$ cat config.mk
export PLATFORM = sky130hd
export DESIGN_NAME = source_text_tokenizer_unit
export DESIGN_NICKNAME = d
export VERILOG_FILES = /design/src/rtl/stt_pkg.sv /design/src/rtl/stt_front.sv /design/src/rtl/stt_queue.sv /design/src/rtl/stt_back.sv /design/src/rtl/source_text_tokenizer_unit.sv
export SDC_FILE = /design/constraint.sdc
export NUM_CORES = 1
export LEC_CHECK = 0
export BUFFER_PORTS_ARGS = -buffer_cell sky130_fd_sc_hd__buf_2
export CORE_ASPECT_RATIO = 1.1
export CORE_MARGIN = 1
export CORE_UTILIZATION = 45
export DETAILED_ROUTE_END_ITERATION = 12
export GPL_ROUTABILITY_DRIVEN = 0
export GPL_TIMING_DRIVEN = 1
export HOLD_SLACK_MARGIN = 0.08
export PLACE_DENSITY_LB_ADDON = 0.08
export SLEW_MARGIN = 10
export SYNTH_ARGS = -nofsm -noshare
export SYNTH_HDL_FRONTEND = slang
export SYNTH_SLANG_ARGS = --single-unit
$ cat constraint.sdc
create_clock -name clk_i -period 7.4 [get_ports clk_i]
set_input_delay 1.48 -clock clk_i [delete_from_list [all_inputs] [get_ports clk_i]]
set_output_delay 1.48 -clock clk_i [all_outputs]
set_load 0.01 [all_outputs]
$ cat src/rtl/stt_pkg.sv
package stt_pkg;

  localparam int unsigned POS_W = 16;
  localparam int unsigned Q_DEPTH = 4;
  localparam int unsigned Q_AW = $clog2(Q_DEPTH);

  // one-hot scan modes
  typedef enum logic [8:0] {
    MODE_IDLE     = 9'b000000001,
    MODE_IDENT    = 9'b000000010,
    MODE_INT      = 9'b000000100,
    MODE_STR      = 9'b000001000,
    MODE_ESC      = 9'b000010000,
    MODE_PEND     = 9'b000100000,
    MODE_LINE_CMT = 9'b001000000,
    MODE_BLK_CMT  = 9'b010000000,
    MODE_BLK_STAR = 9'b100000000
  } mode_e;

  localparam logic [4:0] KIND_NONE    = 5'd0;
  localparam logic [4:0] KIND_END     = 5'd0;
  localparam logic [4:0] KIND_IDENT   = 5'd1;
  localparam logic [4:0] KIND_INT     = 5'd2;
  localparam logic [4:0] KIND_STR     = 5'd3;
  localparam logic [4:0] KIND_UNKNOWN = 5'd4;
  localparam logic [4:0] KIND_ASSIGN  = 5'd5;
  localparam logic [4:0] KIND_EQ      = 5'd6;
  localparam logic [4:0] KIND_PLUS    = 5'd7;
  localparam logic [4:0] KIND_MINUS   = 5'd8;
  localparam logic [4:0] KIND_ARROW   = 5'd9;
  localparam logic [4:0] KIND_STAR    = 5'd10;
  localparam logic [4:0] KIND_DIV     = 5'd11;
  localparam logic [4:0] KIND_MOD     = 5'd12;
  localparam logic [4:0] KIND_NOT     = 5'd13;
  localparam logic [4:0] KIND_NE      = 5'd14;
  localparam logic [4:0] KIND_LT      = 5'd15;
  localparam logic [4:0] KIND_LE      = 5'd16;
  localparam logic [4:0] KIND_GT      = 5'd17;
  localparam logic [4:0] KIND_GE      = 5'd18;
  localparam logic [4:0] KIND_LAND    = 5'd19;
  localparam logic [4:0] KIND_LOR     = 5'd20;
  localparam logic [4:0] KIND_LPAREN  = 5'd21;
  localparam logic [4:0] KIND_RPAREN  = 5'd22;
  localparam logic [4:0] KIND_LBRACE  = 5'd23;
  localparam logic [4:0] KIND_RBRACE  = 5'd24;
  localparam logic [4:0] KIND_LBRACK  = 5'd25;
  localparam logic [4:0] KIND_RBRACK  = 5'd26;
  localparam logic [4:0] KIND_COMMA   = 5'd27;
  localparam logic [4:0] KIND_COLON   = 5'd28;
  localparam logic [4:0] KIND_SEMI    = 5'd29;
  localparam logic [4:0] KIND_DOT     = 5'd30;

  localparam logic [7:0] CH_NUL    = 8'h00;
  localparam logic [7:0] CH_TAB    = 8'h09;
  localparam logic [7:0] CH_LF     = 8'h0A;
  localparam logic [7:0] CH_CR     = 8'h0D;
  localparam logic [7:0] CH_SPACE  = 8'h20;
  localparam logic [7:0] CH_USCORE = 8'h5F;
  localparam logic [7:0] CH_QUOTE  = 8'h22;
  localparam logic [7:0] CH_BSLASH = 8'h5C;

  typedef struct packed {
    logic [4:0]       kind;
    logic [7:0]       value;
    logic             has;
    logic             first;
    logic             last;
    logic [POS_W-1:0] line;
    logic [POS_W-1:0] column;
  } rec_t;

  // one or two results caused by one character
  typedef struct packed {
    logic two;
    rec_t r0;
    rec_t r1;
  } entry_t;

  function automatic rec_t mk_rec(logic [4:0] kind, logic [7:0] value, logic has,
                                  logic first, logic last,
                                  logic [POS_W-1:0] line, logic [POS_W-1:0] column);
    rec_t r;
    r.kind   = kind;
    r.value  = has ? value : 8'h00;
    r.has    = has;
    r.first  = first;
    r.last   = last;
    r.line   = line;
    r.column = column;
    return r;
  endfunction

  function automatic logic is_space(logic [7:0] c);
    return (c == CH_SPACE) || (c >= CH_TAB && c <= CH_CR);
  endfunction

  function automatic logic is_digit(logic [7:0] c);
    return c >= "0" && c <= "9";
  endfunction

  function automatic logic is_alpha(logic [7:0] c);
    return (c >= "a" && c <= "z") || (c >= "A" && c <= "Z");
  endfunction

  function automatic logic is_word(logic [7:0] c);
    return is_alpha(c) || is_digit(c) || c == CH_USCORE;
  endfunction

  // characters that may open a two-character operator or a comment
  function automatic logic is_pend(logic [7:0] c);
    return c == "=" || c == "-" || c == "!" || c == "<" || c == ">" ||
           c == "&" || c == "|" || c == "/";
  endfunction

  function automatic logic [4:0] single_kind(logic [7:0] c);
    logic [4:0] k;
    unique case (c)
      "+":     k = KIND_PLUS;
      "*":     k = KIND_STAR;
      "%":     k = KIND_MOD;
      "(":     k = KIND_LPAREN;
      ")":     k = KIND_RPAREN;
      "{":     k = KIND_LBRACE;
      "}":     k = KIND_RBRACE;
      "[":     k = KIND_LBRACK;
      "]":     k = KIND_RBRACK;
      ",":     k = KIND_COMMA;
      ":":     k = KIND_COLON;
      ";":     k = KIND_SEMI;
      ".":     k = KIND_DOT;
      default: k = KIND_UNKNOWN;
    endcase
    return k;
  endfunction

  function automatic logic [4:0] alone_kind(logic [7:0] p);
    logic [4:0] k;
    unique case (p)
      "=":     k = KIND_ASSIGN;
      "-":     k = KIND_MINUS;
      "!":     k = KIND_NOT;
      "<":     k = KIND_LT;
      ">":     k = KIND_GT;
      "/":     k = KIND_DIV;
      default: k = KIND_UNKNOWN;
    endcase
    return k;
  endfunction

  function automatic logic [4:0] pair_kind(logic [7:0] p, logic [7:0] c);
    logic [4:0] k;
    k = KIND_NONE;
    if (p == "=" && c == "=") k = KIND_EQ;
    if (p == "-" && c == ">") k = KIND_ARROW;
    if (p == "!" && c == "=") k = KIND_NE;
    if (p == "<" && c == "=") k = KIND_LE;
    if (p == ">" && c == "=") k = KIND_GE;
    if (p == "&" && c == "&") k = KIND_LAND;
    if (p == "|" && c == "|") k = KIND_LOR;
    return k;
  endfunction

endpackage

$ cat src/rtl/stt_front.sv
module stt_front (
  input  logic                clk_i,
  input  logic                rst_ni,
  input  logic                in_valid_i,
  output logic                in_stall_o,
  input  logic [7:0]          character_i,
  input  logic                q_full_i,
  output logic                push_o,
  output stt_pkg::entry_t     push_data_o
);

  stt_pkg::mode_e               mode_q, mode_d, st_mode;
  logic [7:0]                   pend_q, pend_d;
  logic [stt_pkg::POS_W-1:0]    line_q, line_d, col_q, col_d;
  logic [stt_pkg::POS_W-1:0]    tline_q, tline_d, tcol_q, tcol_d;
  logic [stt_pkg::POS_W-1:0]    line_n, col_n;
  logic                         started_q, started_d;
  logic                         accept;
  logic [7:0]                   c, esc_byte;
  logic [4:0]                   pk;

  logic                         st_emit, st_pend_set, st_mark, st_reset, st_clr;
  stt_pkg::rec_t                st_res, r0, r1;
  logic                         n0, n1, do_start;

  assign c          = character_i;
  assign in_stall_o = q_full_i;
  assign accept     = in_valid_i && !q_full_i;

  // position update, saturating
  always_comb begin
    line_n = line_q;
    col_n  = col_q;
    if (c == stt_pkg::CH_LF) begin
      if (line_q != '1) line_n = line_q + 1'b1;
      col_n = '0;
    end else if (col_q != '1) begin
      col_n = col_q + 1'b1;
    end
  end

  // handling of a character seen between tokens
  always_comb begin
    st_emit     = 1'b0;
    st_res      = '0;
    st_mode     = stt_pkg::MODE_IDLE;
    st_pend_set = 1'b0;
    st_mark     = 1'b0;
    st_reset    = 1'b0;
    st_clr      = 1'b0;
    if (c == stt_pkg::CH_NUL) begin
      st_emit  = 1'b1;
      st_res   = stt_pkg::mk_rec(stt_pkg::KIND_END, 8'h00, 1'b0, 1'b1, 1'b1, line_n, col_n);
      st_reset = 1'b1;
    end else if (!stt_pkg::is_space(c)) begin
      st_mark = 1'b1;
      if (stt_pkg::is_pend(c)) begin
        st_pend_set = 1'b1;
        st_mode     = stt_pkg::MODE_PEND;
      end else if (c == stt_pkg::CH_QUOTE) begin
        st_clr  = 1'b1;
        st_mode = stt_pkg::MODE_STR;
      end else if (stt_pkg::is_alpha(c) || c == stt_pkg::CH_USCORE) begin
        st_emit = 1'b1;
        st_res  = stt_pkg::mk_rec(stt_pkg::KIND_IDENT, c, 1'b1, 1'b1, 1'b0, line_n, col_n);
        st_mode = stt_pkg::MODE_IDENT;
      end else if (stt_pkg::is_digit(c)) begin
        st_emit = 1'b1;
        st_res  = stt_pkg::mk_rec(stt_pkg::KIND_INT, c, 1'b1, 1'b1, 1'b0, line_n, col_n);
        st_mode = stt_pkg::MODE_INT;
      end else begin
        st_emit = 1'b1;
        st_res  = stt_pkg::mk_rec(stt_pkg::single_kind(c), c, 1'b1, 1'b1, 1'b1,
                                  line_n, col_n);
      end
    end
  end

  assign esc_byte = (c == "n") ? stt_pkg::CH_LF : (c == "t") ? stt_pkg::CH_TAB : c;
  assign pk       = stt_pkg::pair_kind(pend_q, c);

  always_comb begin
    mode_d    = mode_q;
    pend_d    = pend_q;
    line_d    = line_n;
    col_d     = col_n;
    tline_d   = tline_q;
    tcol_d    = tcol_q;
    started_d = started_q;
    r0        = '0;
    r1        = '0;
    n0        = 1'b0;
    n1        = 1'b0;
    do_start  = 1'b0;
    unique case (mode_q) inside
      stt_pkg::MODE_IDENT, stt_pkg::MODE_INT: begin
        if ((mode_q == stt_pkg::MODE_IDENT && stt_pkg::is_word(c)) ||
            (mode_q == stt_pkg::MODE_INT && stt_pkg::is_digit(c))) begin
          r0 = stt_pkg::mk_rec((mode_q == stt_pkg::MODE_IDENT) ? stt_pkg::KIND_IDENT
                               : stt_pkg::KIND_INT, c, 1'b1, 1'b0, 1'b0, tline_q, tcol_q);
          n0 = 1'b1;
        end else begin
          r0 = stt_pkg::mk_rec((mode_q == stt_pkg::MODE_IDENT) ? stt_pkg::KIND_IDENT
                               : stt_pkg::KIND_INT, 8'h00, 1'b0, 1'b0, 1'b1,
                               tline_q, tcol_q);
          n0 = 1'b1;
          do_start = 1'b1;
        end
      end
      stt_pkg::MODE_STR: begin
        if (c == stt_pkg::CH_QUOTE || c == stt_pkg::CH_NUL) begin
          r0 = stt_pkg::mk_rec(stt_pkg::KIND_STR, 8'h00, 1'b0, !started_q, 1'b1,
                               tline_q, tcol_q);
          n0        = 1'b1;
          started_d = 1'b0;
          mode_d    = stt_pkg::MODE_IDLE;
          do_start  = (c == stt_pkg::CH_NUL);
        end else if (c == stt_pkg::CH_BSLASH) begin
          mode_d = stt_pkg::MODE_ESC;
        end else begin
          r0 = stt_pkg::mk_rec(stt_pkg::KIND_STR, c, 1'b1, !started_q, 1'b0,
                               tline_q, tcol_q);
          n0        = 1'b1;
          started_d = 1'b1;
        end
      end
      stt_pkg::MODE_ESC: begin
        if (c == stt_pkg::CH_NUL) begin
          r0 = stt_pkg::mk_rec(stt_pkg::KIND_STR, 8'h00, 1'b0, !started_q, 1'b1,
                               tline_q, tcol_q);
          n0        = 1'b1;
          started_d = 1'b0;
          do_start  = 1'b1;
        end else begin
          r0 = stt_pkg::mk_rec(stt_pkg::KIND_STR, esc_byte, 1'b1, !started_q, 1'b0,
                               tline_q, tcol_q);
          n0        = 1'b1;
          started_d = 1'b1;
          mode_d    = stt_pkg::MODE_STR;
        end
      end
      stt_pkg::MODE_PEND: begin
        pend_d = 8'h00;
        if (pend_q == "/" && c == "/") begin
          mode_d = stt_pkg::MODE_LINE_CMT;
        end else if (pend_q == "/" && c == "*") begin
          mode_d = stt_pkg::MODE_BLK_CMT;
        end else if (pk != stt_pkg::KIND_NONE) begin
          r0 = stt_pkg::mk_rec(pk, pend_q, 1'b1, 1'b1, 1'b0, tline_q, tcol_q);
          r1 = stt_pkg::mk_rec(pk, c, 1'b1, 1'b0, 1'b1, tline_q, tcol_q);
          n0     = 1'b1;
          n1     = 1'b1;
          mode_d = stt_pkg::MODE_IDLE;
        end else begin
          r0 = stt_pkg::mk_rec(stt_pkg::alone_kind(pend_q), pend_q, 1'b1, 1'b1, 1'b1,
                               tline_q, tcol_q);
          n0       = 1'b1;
          do_start = 1'b1;
        end
      end
      stt_pkg::MODE_LINE_CMT: begin
        if (c == stt_pkg::CH_LF) mode_d = stt_pkg::MODE_IDLE;
        else if (c == stt_pkg::CH_NUL) do_start = 1'b1;
      end
      stt_pkg::MODE_BLK_CMT: begin
        if (c == "*") mode_d = stt_pkg::MODE_BLK_STAR;
        else if (c == stt_pkg::CH_NUL) do_start = 1'b1;
      end
      stt_pkg::MODE_BLK_STAR: begin
        if (c == "/") mode_d = stt_pkg::MODE_IDLE;
        else if (c == stt_pkg::CH_NUL) do_start = 1'b1;
        else if (c != "*") mode_d = stt_pkg::MODE_BLK_CMT;
      end
      default: begin
        do_start = 1'b1;
      end
    endcase

    if (do_start) begin
      mode_d = st_mode;
      if (st_pend_set) pend_d = c;
      if (st_mark) begin
        tline_d = line_n;
        tcol_d  = col_n;
      end
      if (st_clr) started_d = 1'b0;
      if (st_emit) begin
        if (n0) begin
          r1 = st_res;
          n1 = 1'b1;
        end else begin
          r0 = st_res;
          n0 = 1'b1;
        end
      end
      // end of text returns everything to the reset state
      if (st_reset) begin
        mode_d    = stt_pkg::MODE_IDLE;
        pend_d    = 8'h00;
        line_d    = {{(stt_pkg::POS_W-1){1'b0}}, 1'b1};
        col_d     = '0;
        tline_d   = {{(stt_pkg::POS_W-1){1'b0}}, 1'b1};
        tcol_d    = '0;
        started_d = 1'b0;
      end
    end
  end

  assign push_o         = accept && n0;
  assign push_data_o.two = n1;
  assign push_data_o.r0  = r0;
  assign push_data_o.r1  = r1;

  always_ff @(posedge clk_i or negedge rst_ni) begin
    if (!rst_ni) begin
      mode_q    <= stt_pkg::MODE_IDLE;
      pend_q    <= 8'h00;
      line_q    <= {{(stt_pkg::POS_W-1){1'b0}}, 1'b1};
      col_q     <= '0;
      tline_q   <= {{(stt_pkg::POS_W-1){1'b0}}, 1'b1};
      tcol_q    <= '0;
      started_q <= 1'b0;
    end else if (accept) begin
      mode_q    <= mode_d;
      pend_q    <= pend_d;
      line_q    <= line_d;
      col_q     <= col_d;
      tline_q   <= tline_d;
      tcol_q    <= tcol_d;
      started_q <= started_d;
    end
  end

endmodule

$ cat src/rtl/stt_queue.sv
module stt_queue (
  input  logic            clk_i,
  input  logic            rst_ni,
  input  logic            push_i,
  input  stt_pkg::entry_t push_data_i,
  output logic            full_o,
  input  logic            pop_i,
  output logic            empty_o,
  output stt_pkg::entry_t head_o
);

  stt_pkg::entry_t             mem_q [stt_pkg::Q_DEPTH];
  logic [stt_pkg::Q_AW-1:0]    wr_q, rd_q;
  logic [stt_pkg::Q_AW:0]      cnt_q;
  logic                        do_push, do_pop;

  assign full_o  = (cnt_q == (stt_pkg::Q_AW+1)'(stt_pkg::Q_DEPTH));
  assign empty_o = (cnt_q == '0);
  assign head_o  = mem_q[rd_q];
  assign do_push = push_i && !full_o;
  assign do_pop  = pop_i && !empty_o;

  always_ff @(posedge clk_i) begin
    if (do_push) mem_q[wr_q] <= push_data_i;
  end

  always_ff @(posedge clk_i or negedge rst_ni) begin
    if (!rst_ni) begin
      wr_q  <= '0;
      rd_q  <= '0;
      cnt_q <= '0;
    end else begin
      if (do_push) wr_q <= wr_q + 1'b1;
      if (do_pop) rd_q <= rd_q + 1'b1;
      if (do_push && !do_pop) cnt_q <= cnt_q + 1'b1;
      else if (do_pop && !do_push) cnt_q <= cnt_q - 1'b1;
    end
  end

endmodule

$ cat src/rtl/stt_back.sv
module stt_back (
  input  logic                      clk_i,
  input  logic                      rst_ni,
  input  logic                      empty_i,
  input  stt_pkg::entry_t           head_i,
  output logic                      pop_o,
  output logic                      out_valid_o,
  input  logic                      out_stall_i,
  output stt_pkg::rec_t             out_rec_o
);

  logic          sel_q;
  logic          valid_q;
  stt_pkg::rec_t rec_q;
  logic          load;

  // output register may refill when empty or being taken
  assign load  = !valid_q || !out_stall_i;
  assign pop_o = load && !empty_i && (sel_q || !head_i.two);

  assign out_valid_o = valid_q;
  assign out_rec_o   = rec_q;

  always_ff @(posedge clk_i) begin
    if (load && !empty_i) rec_q <= sel_q ? head_i.r1 : head_i.r0;
  end

  always_ff @(posedge clk_i or negedge rst_ni) begin
    if (!rst_ni) begin
      valid_q <= 1'b0;
      sel_q   <= 1'b0;
    end else if (load) begin
      valid_q <= !empty_i;
      if (!empty_i) sel_q <= !(sel_q || !head_i.two);
    end
  end

endmodule

$ cat src/rtl/source_text_tokenizer_unit.sv
// source text tokenizer: takes one source character per cycle and streams
// tokens as one result word per token byte (identifiers, integers and strings
// add a closing word; byte 0 ends the text with an end word and resets line
// to 1 and column to 0). the scanner takes a new character every cycle while its
// four-entry queue has room; each character yields zero, one or two result
// words, and the output side sends one word per cycle while not stalled, so
// two-word characters occupy the output side for both words and set the
// sustained rate when they are frequent. a result word passes through the queue
// entry and the output register before it appears.
module source_text_tokenizer_unit (
  input  logic                      clk_i,
  input  logic                      rst_ni,
  input  logic                      in_valid_i,
  output logic                      in_stall_o,
  input  logic [7:0]                character_i,
  output logic                      out_valid_o,
  input  logic                      out_stall_i,
  output logic [4:0]                token_kind_o,
  output logic [7:0]                value_byte_o,
  output logic                      has_byte_o,
  output logic                      token_first_o,
  output logic                      token_last_o,
  output logic [stt_pkg::POS_W-1:0] start_line_o,
  output logic [stt_pkg::POS_W-1:0] start_column_o
);

  logic            push, full, pop, empty;
  stt_pkg::entry_t push_data, head;
  stt_pkg::rec_t   out_rec;

  stt_front u_front (
    .clk_i       (clk_i),
    .rst_ni      (rst_ni),
    .in_valid_i  (in_valid_i),
    .in_stall_o  (in_stall_o),
    .character_i (character_i),
    .q_full_i    (full),
    .push_o      (push),
    .push_data_o (push_data)
  );

  stt_queue u_queue (
    .clk_i       (clk_i),
    .rst_ni      (rst_ni),
    .push_i      (push),
    .push_data_i (push_data),
    .full_o      (full),
    .pop_i       (pop),
    .empty_o     (empty),
    .head_o      (head)
  );

  stt_back u_back (
    .clk_i       (clk_i),
    .rst_ni      (rst_ni),
    .empty_i     (empty),
    .head_i      (head),
    .pop_o       (pop),
    .out_valid_o (out_valid_o),
    .out_stall_i (out_stall_i),
    .out_rec_o   (out_rec)
  );

  assign token_kind_o   = out_rec.kind;
  assign value_byte_o   = out_rec.value;
  assign has_byte_o     = out_rec.has;
  assign token_first_o  = out_rec.first;
  assign token_last_o   = out_rec.last;
  assign start_line_o   = out_rec.line;
  assign start_column_o = out_rec.column;

endmodule

==> impl_metrics.json <==
{
  "status": "finished clean",
  "maxSlewViolCount": 0,
  "ioPinCount": 62,
  "r2r.worst_path.cells": 8,
  "finalClockSkew_ns": 0.0222,
  "cap_violations": 0,
  "worst_r2r_endpoint": "u_queue.mem_q[0][1]$_DFFE_PP_",
  "cpPeakStageDelay_ns": 1.02,
  "regArea_mm2": 0.0154,
  "clk_pin_slew_ns": 0.06,
  "synth.most_common_cell": "edfxtp_1",
  "die_w_um": 217,
  "multi_input_area_mm2": 0.00711,
  "fin_ws_ns": 2.03,
  "syn_avg_cell_area_um2": 14.6,
  "ys_ff_latch": 527,
  "fin_nets": 1634,
  "root_buffer": "clkbuf_16",
  "critical_path_class": "input port to flip-flop",
  "final_cell_area_mm2": 0.0257,
  "layout_min_cycle_time_ns": 5.37,
  "grt_antenna_before_repair": 0,
  "yosys.area.top_type": "edfxtp_1",
  "grt_overflow": 0,
  "synth.top_cells.by_count": "edfxtp_1, nand2_1, mux4_2, dfrtp_1, o21ai_0",
  "die-area_mm2": 0.0518,
  "io_buffers": 61,
  "dp_cells": 2217,
  "fmax_mhz": 186,
  "cts.sinks": 527,
  "worst-path-max-fanout": 31,
  "start_kind": "input port",
  "syn_inst": 1570,
  "synth-main-ff-cell": "edfxtp_1",
  "hold_buffers": 0,
  "cp-end-kind": "flip-flop",
  "timing.critical_path.mode_cell": "a21oi_1",
  "ir_worst_vdd_mv": 0.243,
  "track_usage_pct": 21.4,
  "cp_cell_sequence": "buf_2, nand4bb_1, a21oi_1, a21o_1, or4_1, a41oi_4, a21oi_1, nor2_4, buf_4",
  "dp_hpwl_um": 31500,
  "die_h_um": 239,
  "cts_buffers": 55,
  "synth_top_area_share_pct": 57.2,
  "ys_seq_area_share_pct": 67.2,
  "yosysWarningCount": 0,
  "power_density_mw_per_mm2": 431,
  "vias_per_cell": 5.91,
  "grt_max_degree": 93,
  "ys_types": 81,
  "core_mm2": 0.0501,
  "dr.pass1.iters": 6,
  "p_leak_nw": 9.02,
  "tritoncts": "built",
  "grt_first_pass_wirelength_um": 83800,
  "tightestPinTransition_ns": 1.18,
  "synth_fp_nets": 1590,
  "crit_end": "u_queue.mem_q[0][1]$_DFFE_PP_",
  "drc": 0,
  "r2r-start": "u_front.mode_q[7]$_DFFE_PN0P_",
  "synth_edf_count": 436,
  "slowest_stage": "nor2_4",
  "postSynth.asyncResetShare_pct": 17.3,
  "finalCritPeriodShare_pct": 72.6,
  "cts_resized": 0,
  "finalHoldViolCount": 0,
  "h-tree-depth": 2,
  "place_ws_ns": 1.37,
  "postPlaceCellArea_mm2": 0.0239,
  "totalWireLength_um": 54000,
  "cts_setup_buffers": 0,
  "setup_viol_count_final": 0,
  "rsz0062_at_grt": "false",
  "ant_nets": 0,
  "rows": 86,
  "clock_latency_ns": 0.61,
  "drive_gt1_share_pct": 18.4,
  "wl_per_cell_um": 23.3,
  "via_count": 13717,
  "tns_ns": 0,
  "r2r_slack_ns": 2.48,
  "crit_arrival_ns": 5.62,
  "layout-area-overhead-vs-synth_pct": 12.3,
  "cp.required_ns": 7.65,
  "cts_max_path_buffers": 3,
  "hold_path.class": "flip-flop to flip-flop",
  "fin_cells": 2321,
  "start_util_pct": 45.6,
  "syn-cell-area_mm2": 0.0229,
  "fillers": 4271,
  "startpoint": "character_i[2]",
  "slew_headroom_pct": 21.4,
  "grt_pass1_vias": 13890,
  "drtIter0Drc": 1096,
  "synth_area_leaders": "edfxtp_1, dfrtp_1, mux4_2"
}
-- where the power goes --
| group | internal (mW) | total [mW] | switching (mW) |
|---|---|---|---|
| clock | 1.56 | 2.70 | 1.14 |
| combinational | 1.28 | 3.62 | 2.34 |
| sequential | 4.40 | 4.76 | 0.364 |
| total | 7.24 | 11.1 | 3.84 |
-- routing by layer --
layer	global-route usage, %	routed length (um)	vias to the layer above
li1	-	-	6195
met4	7.23	1550	0
met5	0	0	-
met2	35.7	26700	354
met3	3.37	2330	90
met1	28.5	23400	7078
-- per-stage QoR --
step | util (%) | hold WS, ns | total power [mW]
global route | 51.2 | 0.511 | 11.7
global placement | 47.7 | 0.478 | 8.49
CTS | 51.2 | 0.487 | 11.2
finish | 51.2 | 0.484 | 11.1
floorplan | - | 0.456 | 7.24
detailed placement | 47.7 | 0.475 | 8.53
-- cell families after synthesis --
kind of cell | Yosys count | share of synthesized area [%]
xor+xnor | 27 | 1.03
buf+inv | 117 | 2.00
simple gates | 497 | 10.4
fa+ha+maj | 8 | 0.470
mux | 109 | 10.1
compound gates | 285 | 8.84
flops | 527 | 67.2
-- how the worst min path moves through the flow --
| stage | from | endpoint | slack (ns) | cells after the start |
|---|---|---|---|---|
| 3_3_place_gp | u_queue.cnt_q[2]$_DFFE_PN0P_ | u_queue.cnt_q[2]$_DFFE_PN0P_ | 0.48 | 1 |
| 6_report | u_queue.cnt_q[2]$_DFFE_PN0P_ | u_queue.cnt_q[2]$_DFFE_PN0P_ | 0.48 | 1 |
| 5_1_grt | u_queue.cnt_q[2]$_DFFE_PN0P_ | u_queue.cnt_q[2]$_DFFE_PN0P_ | 0.51 | 1 |
| 3_5_place_dp | u_queue.cnt_q[2]$_DFFE_PN0P_ | u_queue.cnt_q[2]$_DFFE_PN0P_ | 0.48 | 1 |
| 2_1_floorplan | u_queue.cnt_q[2]$_DFFE_PN0P_ | u_queue.cnt_q[2]$_DFFE_PN0P_ | 0.46 | 1 |
| 4_1_cts | u_queue.cnt_q[2]$_DFFE_PN0P_ | u_queue.cnt_q[2]$_DFFE_PN0P_ | 0.49 | 1 |
-- cell type report --
cell class              count  area share (%)
repair buffers             85            2.09
well taps                 660            3.21
clock buffers              78            6.01
flip-flops and latches    527            59.9
clock inverters            25           0.847
inverters                  19           0.278
diodes                      1         0.00974
multi-input cells         926            27.7
-- critical path: cells and delay by family --
kind	cells	cell delay, ns
and+or+nand+nor	3	2.04
buffers and inverters	2	0.92
AOI/OAI and AO/OA	4	1.17
-- state kept, by name (all words and copies together) (netlist names) --
name                cells
u_front.started_q       1
u_front.line_q         16
u_front.mode_q          9
u_back.sel_q            1
u_queue.rd_q            2
u_queue.cnt_q           3
u_front.tline_q        16
u_front.col_q          16
u_back.out_valid_o      1
u_front.tcol_q         16
u_queue.wr_q            2
u_front.pend_q          8
u_back.out_rec_o       48
u_queue.mem_q         388
-- cell usage in the layout, fill, tap and decap left out, drive strengths merged, types with 12 or more instances in the layout --
master / synthesis / final
a21oi: 34 / 34
a22o: 42 / 42
and3: 12 / 12
buf: 25 / 85
clkbuf: 73 / 78
clkinv: 1 / 20
dfrtp: 88 / 88
edfxtp: 436 / 436
inv: 18 / 21
mux4: 97 / 97
nand2: 278 / 278
nand3: 32 / 32
nand4: 15 / 15
nor2: 48 / 48
nor3: 24 / 24
nor4: 12 / 12
o21ai: 81 / 81
o2bb2ai: 19 / 19
o31ai: 25 / 25
xnor2: 12 / 12
xor2: 15 / 15
Power figures use the tool's default switching activity.
